`config.mk`:
```
export PLATFORM = sky130hd
export DESIGN_NAME = midi_channel_event_mapper_top
export DESIGN_NICKNAME = d
export VERILOG_FILES = /design/src/rtl/core/mcem_pkg.sv /design/src/rtl/core/mcem_in_stage.sv /design/src/rtl/core/mcem_decode.sv /design/src/rtl/core/mcem_out_stage.sv /design/src/rtl/core/midi_channel_event_mapper_top.sv
export SDC_FILE = /design/constraint.sdc
export NUM_CORES = 1
export LEC_CHECK = 0
export BUFFER_PORTS_ARGS = -buffer_cell sky130_fd_sc_hd__buf_2
export CAP_MARGIN = 20
export CELL_PAD_IN_SITES_DETAIL_PLACEMENT = 1
export CELL_PAD_IN_SITES_GLOBAL_PLACEMENT = 1
export CORE_MARGIN = 1.5
export CORE_UTILIZATION = 35
export DETAILED_ROUTE_END_ITERATION = 8
export PLACE_DENSITY_LB_ADDON = 0.1
export SETUP_SLACK_MARGIN = 0.5
export SLEW_MARGIN = 20
export SYNTH_ARGS = -nofsm -noshare
export SYNTH_HDL_FRONTEND = slang
export SYNTH_SLANG_ARGS = --single-unit
```
`constraint.sdc`:
```
create_clock -name clk -period 4.9 [get_ports clk]
set_input_delay 0.245 -clock clk [delete_from_list [all_inputs] [get_ports clk]]
set_output_delay 0.245 -clock clk [all_outputs]
set_load 0.03 [all_outputs]
```
`src/rtl/core/mcem_pkg.sv`:
```
package mcem_pkg;

  // field widths
  localparam int unsigned STATUS_W = 8;
  localparam int unsigned DATA_W   = 7;
  localparam int unsigned WORD14_W = 14;
  localparam int unsigned COUNT_W  = 8;
  localparam int unsigned KIND_W   = 3;

  // configuration register indexes
  localparam int unsigned CFG_IDX_W = 2;
  localparam logic [CFG_IDX_W-1:0] REG_NOTE_BASE        = 2'd0;
  localparam logic [CFG_IDX_W-1:0] REG_IGNORE_NOTE_OFF  = 2'd1;
  localparam logic [CFG_IDX_W-1:0] REG_INSTRUMENT_COUNT = 2'd2;

  // configuration reset values
  localparam logic [DATA_W-1:0]  NOTE_BASE_RST        = 7'd36;
  localparam logic               IGNORE_NOTE_OFF_RST  = 1'b1;
  localparam logic [COUNT_W-1:0] INSTRUMENT_COUNT_RST = 8'd0;

  // state reset values
  localparam logic [WORD14_W-1:0] BANK_RST   = 14'h0000;
  localparam logic [WORD14_W-1:0] VOLUME_RST = 14'h3FFF;

  // status byte decode
  localparam logic [STATUS_W-1:0] ST_SYS_RESET = 8'hFF;
  localparam logic [3:0] ST_NOTE_OFF = 4'h8;
  localparam logic [3:0] ST_NOTE_ON  = 4'h9;
  localparam logic [3:0] ST_CONTROL  = 4'hB;
  localparam logic [3:0] ST_PROGRAM  = 4'hC;

  // controller numbers
  localparam logic [DATA_W-1:0] CTL_BANK_COARSE = 7'd0;
  localparam logic [DATA_W-1:0] CTL_VOL_COARSE  = 7'd7;
  localparam logic [DATA_W-1:0] CTL_BANK_FINE   = 7'd32;
  localparam logic [DATA_W-1:0] CTL_VOL_FINE    = 7'd39;
  localparam logic [DATA_W-1:0] CTL_SOUND_OFF   = 7'd120;
  localparam logic [DATA_W-1:0] CTL_NOTES_OFF   = 7'd123;

  // event kinds
  typedef enum logic [KIND_W-1:0] {
    KIND_NOTE_ON  = 3'd0,
    KIND_NOTE_OFF = 3'd1,
    KIND_VOLUME   = 3'd2,
    KIND_ALL_OFF  = 3'd3,
    KIND_PATCH    = 3'd4
  } kind_t;

  typedef struct packed {
    logic [DATA_W-1:0]  note_base;
    logic               ignore_note_off;
    logic [COUNT_W-1:0] instrument_count;
  } cfg_t;

  typedef struct packed {
    logic [STATUS_W-1:0] status_byte;
    logic [DATA_W-1:0]   data_one;
    logic [DATA_W-1:0]   data_two;
  } msg_t;

  typedef struct packed {
    logic                event_valid;
    logic [KIND_W-1:0]   event_kind;
    logic [DATA_W-1:0]   instrument_index;
    logic [DATA_W-1:0]   velocity_level;
    logic [WORD14_W-1:0] volume_level;
    logic [WORD14_W-1:0] bank_number;
    logic [DATA_W-1:0]   program_number;
  } result_t;

endpackage

```
`src/rtl/core/mcem_in_stage.sv`:
```
module mcem_in_stage import mcem_pkg::*; (
  input  logic clk,
  input  logic rst_n,
  input  logic in_valid,
  output logic in_stall,
  input  msg_t in_msg,
  input  logic advance,
  output logic msg_valid,
  output msg_t msg
);

  logic valid_r, valid_nxt;
  msg_t msg_r;
  logic take;

  // a held message that cannot move on blocks the input
  assign in_stall = valid_r && !advance;
  assign take     = in_valid && !in_stall;

  always_comb begin
    valid_nxt = valid_r;
    if (take) begin
      valid_nxt = 1'b1;
    end else if (advance) begin
      valid_nxt = 1'b0;
    end
  end

  always_ff @(posedge clk) begin
    if (!rst_n) begin
      valid_r <= 1'b0;
    end else begin
      valid_r <= valid_nxt;
    end
  end

  // payload capture
  always_ff @(posedge clk) begin
    if (take) begin
      msg_r <= in_msg;
    end
  end

  assign msg_valid = valid_r;
  assign msg       = msg_r;

endmodule

```
`src/rtl/core/mcem_decode.sv`:
```
module mcem_decode import mcem_pkg::*; (
  input  logic    clk,
  input  logic    rst_n,
  input  logic    advance,
  input  cfg_t    cfg,
  input  msg_t    msg,
  output result_t res
);

  logic [WORD14_W-1:0] bank_r, bank_nxt;
  logic [WORD14_W-1:0] vol_r, vol_nxt;

  logic [3:0]         nibble;
  logic               is_sys_reset;
  logic               note_on;
  logic               note_release;
  logic [COUNT_W-1:0] idx_wide;
  logic               note_ok;

  assign nibble       = msg.status_byte[STATUS_W-1:4];
  assign is_sys_reset = (msg.status_byte == ST_SYS_RESET);
  assign note_on      = (nibble == ST_NOTE_ON) && (msg.data_two != '0);
  assign note_release = (nibble == ST_NOTE_OFF) ||
                        ((nibble == ST_NOTE_ON) && (msg.data_two == '0));

  // note to instrument mapping
  assign idx_wide = {1'b0, msg.data_one} - {1'b0, cfg.note_base};
  assign note_ok  = (msg.data_one >= cfg.note_base) &&
                    (cfg.instrument_count != '0) &&
                    (idx_wide < cfg.instrument_count);

  always_comb begin
    res      = '0;
    bank_nxt = bank_r;
    vol_nxt  = vol_r;
    if (is_sys_reset) begin
      res.event_valid = 1'b1;
      res.event_kind  = KIND_ALL_OFF;
    end else if (note_on) begin
      if (note_ok) begin
        res.event_valid      = 1'b1;
        res.event_kind       = KIND_NOTE_ON;
        res.instrument_index = idx_wide[DATA_W-1:0];
        res.velocity_level   = msg.data_two;
      end
    end else if (note_release) begin
      if (!cfg.ignore_note_off && note_ok) begin
        res.event_valid      = 1'b1;
        res.event_kind       = KIND_NOTE_OFF;
        res.instrument_index = idx_wide[DATA_W-1:0];
      end
    end else if (nibble == ST_CONTROL) begin
      // controller dispatch
      unique case (msg.data_one)
        CTL_BANK_COARSE: bank_nxt = {msg.data_two, bank_r[DATA_W-1:0]};
        CTL_BANK_FINE:   bank_nxt = {bank_r[WORD14_W-1:DATA_W], msg.data_two};
        CTL_VOL_COARSE: begin
          vol_nxt          = {msg.data_two, vol_r[DATA_W-1:0]};
          res.event_valid  = 1'b1;
          res.event_kind   = KIND_VOLUME;
          res.volume_level = vol_nxt;
        end
        CTL_VOL_FINE: begin
          vol_nxt          = {vol_r[WORD14_W-1:DATA_W], msg.data_two};
          res.event_valid  = 1'b1;
          res.event_kind   = KIND_VOLUME;
          res.volume_level = vol_nxt;
        end
        CTL_SOUND_OFF, CTL_NOTES_OFF: begin
          res.event_valid = 1'b1;
          res.event_kind  = KIND_ALL_OFF;
        end
        default: ;
      endcase
    end else if (nibble == ST_PROGRAM) begin
      res.event_valid    = 1'b1;
      res.event_kind     = KIND_PATCH;
      res.bank_number    = bank_r;
      res.program_number = msg.data_one;
    end
  end

  // bank and volume update only when the message moves to the output
  always_ff @(posedge clk) begin
    if (!rst_n) begin
      bank_r <= BANK_RST;
      vol_r  <= VOLUME_RST;
    end else if (advance) begin
      bank_r <= bank_nxt;
      vol_r  <= vol_nxt;
    end
  end

endmodule

```
`src/rtl/core/mcem_out_stage.sv`:
```
module mcem_out_stage import mcem_pkg::*; (
  input  logic    clk,
  input  logic    rst_n,
  input  logic    msg_valid,
  input  result_t res,
  output logic    advance,
  output logic    out_valid,
  input  logic    out_stall,
  output result_t out_res
);

  logic    valid_r, valid_nxt;
  result_t res_r;

  // move on when the result register is empty or being drained
  assign advance = msg_valid && (!valid_r || !out_stall);

  always_comb begin
    valid_nxt = valid_r;
    if (advance) begin
      valid_nxt = 1'b1;
    end else if (!out_stall) begin
      valid_nxt = 1'b0;
    end
  end

  always_ff @(posedge clk) begin
    if (!rst_n) begin
      valid_r <= 1'b0;
    end else begin
      valid_r <= valid_nxt;
    end
  end

  always_ff @(posedge clk) begin
    if (advance) begin
      res_r <= res;
    end
  end

  assign out_valid = valid_r;
  assign out_res   = res_r;

endmodule

```
`src/rtl/core/midi_channel_event_mapper_top.sv`:
```
// path: a transferred message waits in the input register and is decoded
// combinationally; its result enters the result register when that is free or draining
// throughput: one message per cycle while out_stall is low; input and result
// registers form a two-entry pipeline that takes one more message while a result waits
// reset (rst_n low, synchronous): pipeline empty, note base 36, note-offs ignored,
// no instruments, bank 0, volume full scale
module midi_channel_event_mapper_top import mcem_pkg::*; (
  input  logic                  clk,
  input  logic                  rst_n,
  // configuration write channel
  input  logic                  cfg_valid,
  output logic                  cfg_ready,
  input  logic [CFG_IDX_W-1:0]  cfg_index,
  input  logic [COUNT_W-1:0]    cfg_data,
  // message channel
  input  logic                  in_valid,
  output logic                  in_stall,
  input  logic [STATUS_W-1:0]   in_status_byte,
  input  logic [DATA_W-1:0]     in_data_one,
  input  logic [DATA_W-1:0]     in_data_two,
  // event channel
  output logic                  out_valid,
  input  logic                  out_stall,
  output logic                  out_event_valid,
  output logic [KIND_W-1:0]     out_event_kind,
  output logic [DATA_W-1:0]     out_instrument_index,
  output logic [DATA_W-1:0]     out_velocity_level,
  output logic [WORD14_W-1:0]   out_volume_level,
  output logic [WORD14_W-1:0]   out_bank_number,
  output logic [DATA_W-1:0]     out_program_number
);

  cfg_t    cfg_r;
  msg_t    in_msg;
  msg_t    msg;
  logic    msg_valid;
  logic    advance;
  result_t res;
  result_t out_res;

  // configuration registers
  assign cfg_ready = 1'b1;

  always_ff @(posedge clk) begin
    if (!rst_n) begin
      cfg_r.note_base        <= NOTE_BASE_RST;
      cfg_r.ignore_note_off  <= IGNORE_NOTE_OFF_RST;
      cfg_r.instrument_count <= INSTRUMENT_COUNT_RST;
    end else if (cfg_valid && cfg_ready) begin
      unique case (cfg_index)
        REG_NOTE_BASE:        cfg_r.note_base        <= cfg_data[DATA_W-1:0];
        REG_IGNORE_NOTE_OFF:  cfg_r.ignore_note_off  <= cfg_data[0];
        REG_INSTRUMENT_COUNT: cfg_r.instrument_count <= cfg_data;
        default: ;
      endcase
    end
  end

  assign in_msg.status_byte = in_status_byte;
  assign in_msg.data_one    = in_data_one;
  assign in_msg.data_two    = in_data_two;

  mcem_in_stage u_in_stage (
    .clk       (clk),
    .rst_n     (rst_n),
    .in_valid  (in_valid),
    .in_stall  (in_stall),
    .in_msg    (in_msg),
    .advance   (advance),
    .msg_valid (msg_valid),
    .msg       (msg)
  );

  mcem_decode u_decode (
    .clk     (clk),
    .rst_n   (rst_n),
    .advance (advance),
    .cfg     (cfg_r),
    .msg     (msg),
    .res     (res)
  );

  mcem_out_stage u_out_stage (
    .clk       (clk),
    .rst_n     (rst_n),
    .msg_valid (msg_valid),
    .res       (res),
    .advance   (advance),
    .out_valid (out_valid),
    .out_stall (out_stall),
    .out_res   (out_res)
  );

  assign out_event_valid      = out_res.event_valid;
  assign out_event_kind       = out_res.event_kind;
  assign out_instrument_index = out_res.instrument_index;
  assign out_velocity_level   = out_res.velocity_level;
  assign out_volume_level     = out_res.volume_level;
  assign out_bank_number      = out_res.bank_number;
  assign out_program_number   = out_res.program_number;

  // an accepted message is always held in the input register next cycle
  a_in_capture: assert property (@(posedge clk) disable iff (!rst_n)
    (in_valid && !in_stall) |=> msg_valid)
    else $error("accepted message not captured");

  // a result without an event carries all-zero fields
  a_no_event_zero: assert property (@(posedge clk) disable iff (!rst_n)
    (out_valid && !out_event_valid) |->
      (out_event_kind == '0 && out_instrument_index == '0 &&
       out_velocity_level == '0 && out_volume_level == '0 &&
       out_bank_number == '0 && out_program_number == '0))
    else $error("non-event result has non-zero fields");

  // note events only reference loaded instruments
  a_note_index: assert property (@(posedge clk) disable iff (!rst_n)
    (out_valid && out_event_valid &&
     (out_event_kind == KIND_NOTE_ON || out_event_kind == KIND_NOTE_OFF)) |->
      ({1'b0, out_instrument_index} < cfg_r.instrument_count))
    else $error("note event beyond instrument count");

  // a note-on never reports zero velocity
  a_note_on_vel: assert property (@(posedge clk) disable iff (!rst_n)
    (out_valid && out_event_valid && out_event_kind == KIND_NOTE_ON) |->
      (out_velocity_level != '0))
    else $error("note-on with zero velocity");

endmodule

```
==> results.cfg <==
[power]
cellLeakagePower_uw = 0.00266
switching_share_pct = 24.2
p_int_uw = 1940
p_clk_share_pct = 46.9
seqPwrFrac_pct = 44.6
comb_power_share_pct = 8.6
p_per_area_nw_per_um2 = 391
power.switching_uw = 618
ir_drop_v = 0.000192

[grt]
grt_max_degree = 47
grt_pass1_vias = 3635
antenna_found_initial = 0
track_usage_pct = 17.1
grt-ovfl-total = 0
grt_pass1_wl_um = 20200

[synth]
syn_area_per_cell_um2 = 12.2
async_reset_ff_share_pct = 0
yosysUniqueCellTypes = 53
ys.flop_type = edfxtp_1
synth_fp_nets = 478
syn_area_um2 = 5200
ys_seq_elements = 121
yosysWarnings = 0
synthCells = 426
synth_edf_count = 75
yosysSeqAreaShare_pct = 61.0

[cts]
clkSinkCount = 121
cts.clk_slew.worst_paths_ns = 0.05
insertion_delay_ns = 0.42
cts_buffers = 17
cts_max_level = 4
cts.repair.resized = 0
cts_tree = done
cts-root-buf = clkbuf_16
cts.path.max_buffers = 2

[critical_path]
criticalPathCategory = reg2reg
r2r_start = u_in_stage.msg[7]
path_buf_inv = 2
worst_setup_path_end_kind = flop
crit_end = u_out_stage.out_res[49]
worst_ep_arrival_time_ns = 4.36
crit_chain = inv_1 > ha_1 > inv_1 > fa_1 > a311o_1 > a2111o_1 > o311ai_0 > ha_1 > a21oi_1 > nand2_1 > a221o_1 > a211oi_4 > a32o_1
cp-startpoint = u_in_stage.msg[7]
critical_path_required_ns = 5.18
r2r_slack_ns = 0.83
r2r-end = u_out_stage.out_res[49]
cp_max_fo = 16
critPathLaunchType = flop
cp_top_family = compound AO/OA/AOI/OAI gates
path_depth = 13
critical_path.max_stage_delay_ns = 0.61
cp_slowest_cell = a211oi_4
reg2regPathDepth = 13

[sta]
max_slew_margin_pct = 42.2
setup_viol = 0
worstMarginPinSlew_ns = 0.867
final.min_clock_period_ns = 4.07
fmax_mhz = 245
timing.final.crit_share_pct = 83.1
finalSetupTns_ns = 0
layout_setup_ws_ns = 0.827
maxSlewViolCount = 0
hold_viol_final = 0
rsz0062_at_grt = no
finalClockSkew_ns = 0.00692

[detailed_routing]
drt-initial-drc-count = 267
viasPerCell = 4.99
vias = 3641
dr.pass1.iters = 4
drc = 0
routed_wl_um = 12900
wl_met1_um = 6530
antenna_left = 0
top_layer = met4
wire_per_inst_um = 17.7
routed-wl-met2_um = 5480
met3_length_um = 700

[placement]
io_buffers = 91
place_congestion = 0.808
dp_hpwl_um = 8920
numPlacedInstances = 682
preCtsSetupSlack_ns = 0.846

[layout]
stdcell_count = 730
area_growth_pct = 26.0
num-nets-final = 585
post-route-util_pct = 45.1
drive_gt1_share_pct = 24.9
num_antenna_cells = 0

[outcome]
status = complete, no violations

[floorplanning]
fp.dieW_um = 125
ios = 93
start_util_pct = 35.8
dieHeight_um = 125
rows = 44
dieArea_um2 = 15600
core-area_um2 = 14500

[min_path]
hold_class = in2reg

[run]
cap_violations = 0
## through the flow
step	total power, uW	hold slack [ns]	instance area (um2)
final	2560	0.0274	6550
after global routing	2650	0.00619	6550
after CTS	2580	0.00881	6550
after detailed placement	1370	0.423	5820
after global placement	1370	0.423	5820
after floorplan	1300	0.344	5200
## worst min-delay path by stage
stage / startpoint / end / depth (start not counted)
floorplan: in_data_two[0] / u_in_stage.msg[0] / 0
global placement: in_data_two[1] / u_in_stage.msg[1] / 1
detailed placement: in_status_byte[5] / u_in_stage.msg[19] / 1
CTS: in_data_one[6] / u_in_stage.msg[13] / 1
global route: in_data_one[6] / u_in_stage.msg[13] / 1
finish: in_data_one[6] / u_in_stage.msg[13] / 1
## cell type report
type / count / area (um2)
Sequential cell: 121 / 3170
Tap cell: 184 / 230
Clock buffer: 20 / 437
Timing Repair Buffer: 111 / 646
Inverter: 26 / 97.6
Clock inverter: 12 / 129
Multi-Input combinational cell: 256 / 1840
Fill cell: 1574 / 7980
## power by group through the flow
stage / Clock [uW] / Combinational (uW) / Sequential [uW]
finish: 1200 / 219 / 1140
global route: 1260 / 241 / 1150
CTS: 1220 / 222 / 1140
detailed placement: 0 / 210 / 1160
global placement: 0 / 207 / 1160
floorplan: 0 / 102 / 1190
## layout by cell type, fill, tap and decap left out, types with 3 or more instances in the layout
cell,count
clkinvlp_4,3
o311ai_0,5
nor2b_1,29
ha_1,14
nor4_1,9
o211ai_2,7
nand4_1,5
nor3_1,3
o211ai_1,3
clkinv_2,4
clkbuf_1,3
o21ai_0,11
nand2_1,18
dfxtp_1,46
dlygate4sd3_1,16
buf_4,4
and2_1,23
inv_1,26
clkinv_4,3
edfxtp_1,75
and3_1,15
buf_2,91
nor2_1,25
clkbuf_16,17
a21oi_1,17
o311ai_1,3
mux2i_1,30
nand3_1,3
## logic make-up after synthesis
| logic type | Yosys count | synth area share, % |
|---|---|---|
| DFF | 121 | 61.0 |
| and+or+nand+nor | 144 | 15.6 |
| AOI/OAI and AO/OA | 63 | 9.33 |
| adders and majority gates | 15 | 3.75 |
| other | 1 | 0.0721 |
| buffers and inverters | 49 | 3.99 |
| xor gates and xnor gates | 3 | 0.505 |
| muxes | 30 | 5.77 |
## metal layers
| metal | global-route usage, % | up-vias |
|---|---|---|
| met2 | 24.1 | 106 |
| met1 | 24.6 | 1765 |
| li1 | - | 1756 |
| met3 | 4.68 | 14 |
| met4 | 7.22 | 0 |
| met5 | 0 | - |
## sequential cells by signal (all words and copies together), names as in the netlist
name                   cells
u_decode.bank_r           14
u_decode.vol_r            14
cfg_r                     16
u_in_stage.msg_valid       1
u_in_stage.msg            22
u_out_stage.out_valid      1
u_out_stage.out_res       53
## Yosys cell counts (14+ instances only)
cell / number / area share [%]
edfxtp_1: 75 / 43
dfxtp_1: 46 / 18
mux2i_1: 30 / 5.8
nor2b_1: 30 / 3.6
inv_1: 26 / 1.9
nor2_1: 25 / 1.8
and2_1: 23 / 2.8
nand2_1: 18 / 1.3
a21oi_1: 17 / 1.6
and3_1: 15 / 1.8
clkbuf_1: 14 / 1.0
ha_1: 14 / 3.4
## repair_timing
| item | CTS | global route |
|---|---|---|
| hold buffers | 16 | 0 |
| buffers inserted | 0 | 0 |
| endpoints found under the hold margin | 16 | 0 |
Note: power is estimated with default switching activity, not from simulation.
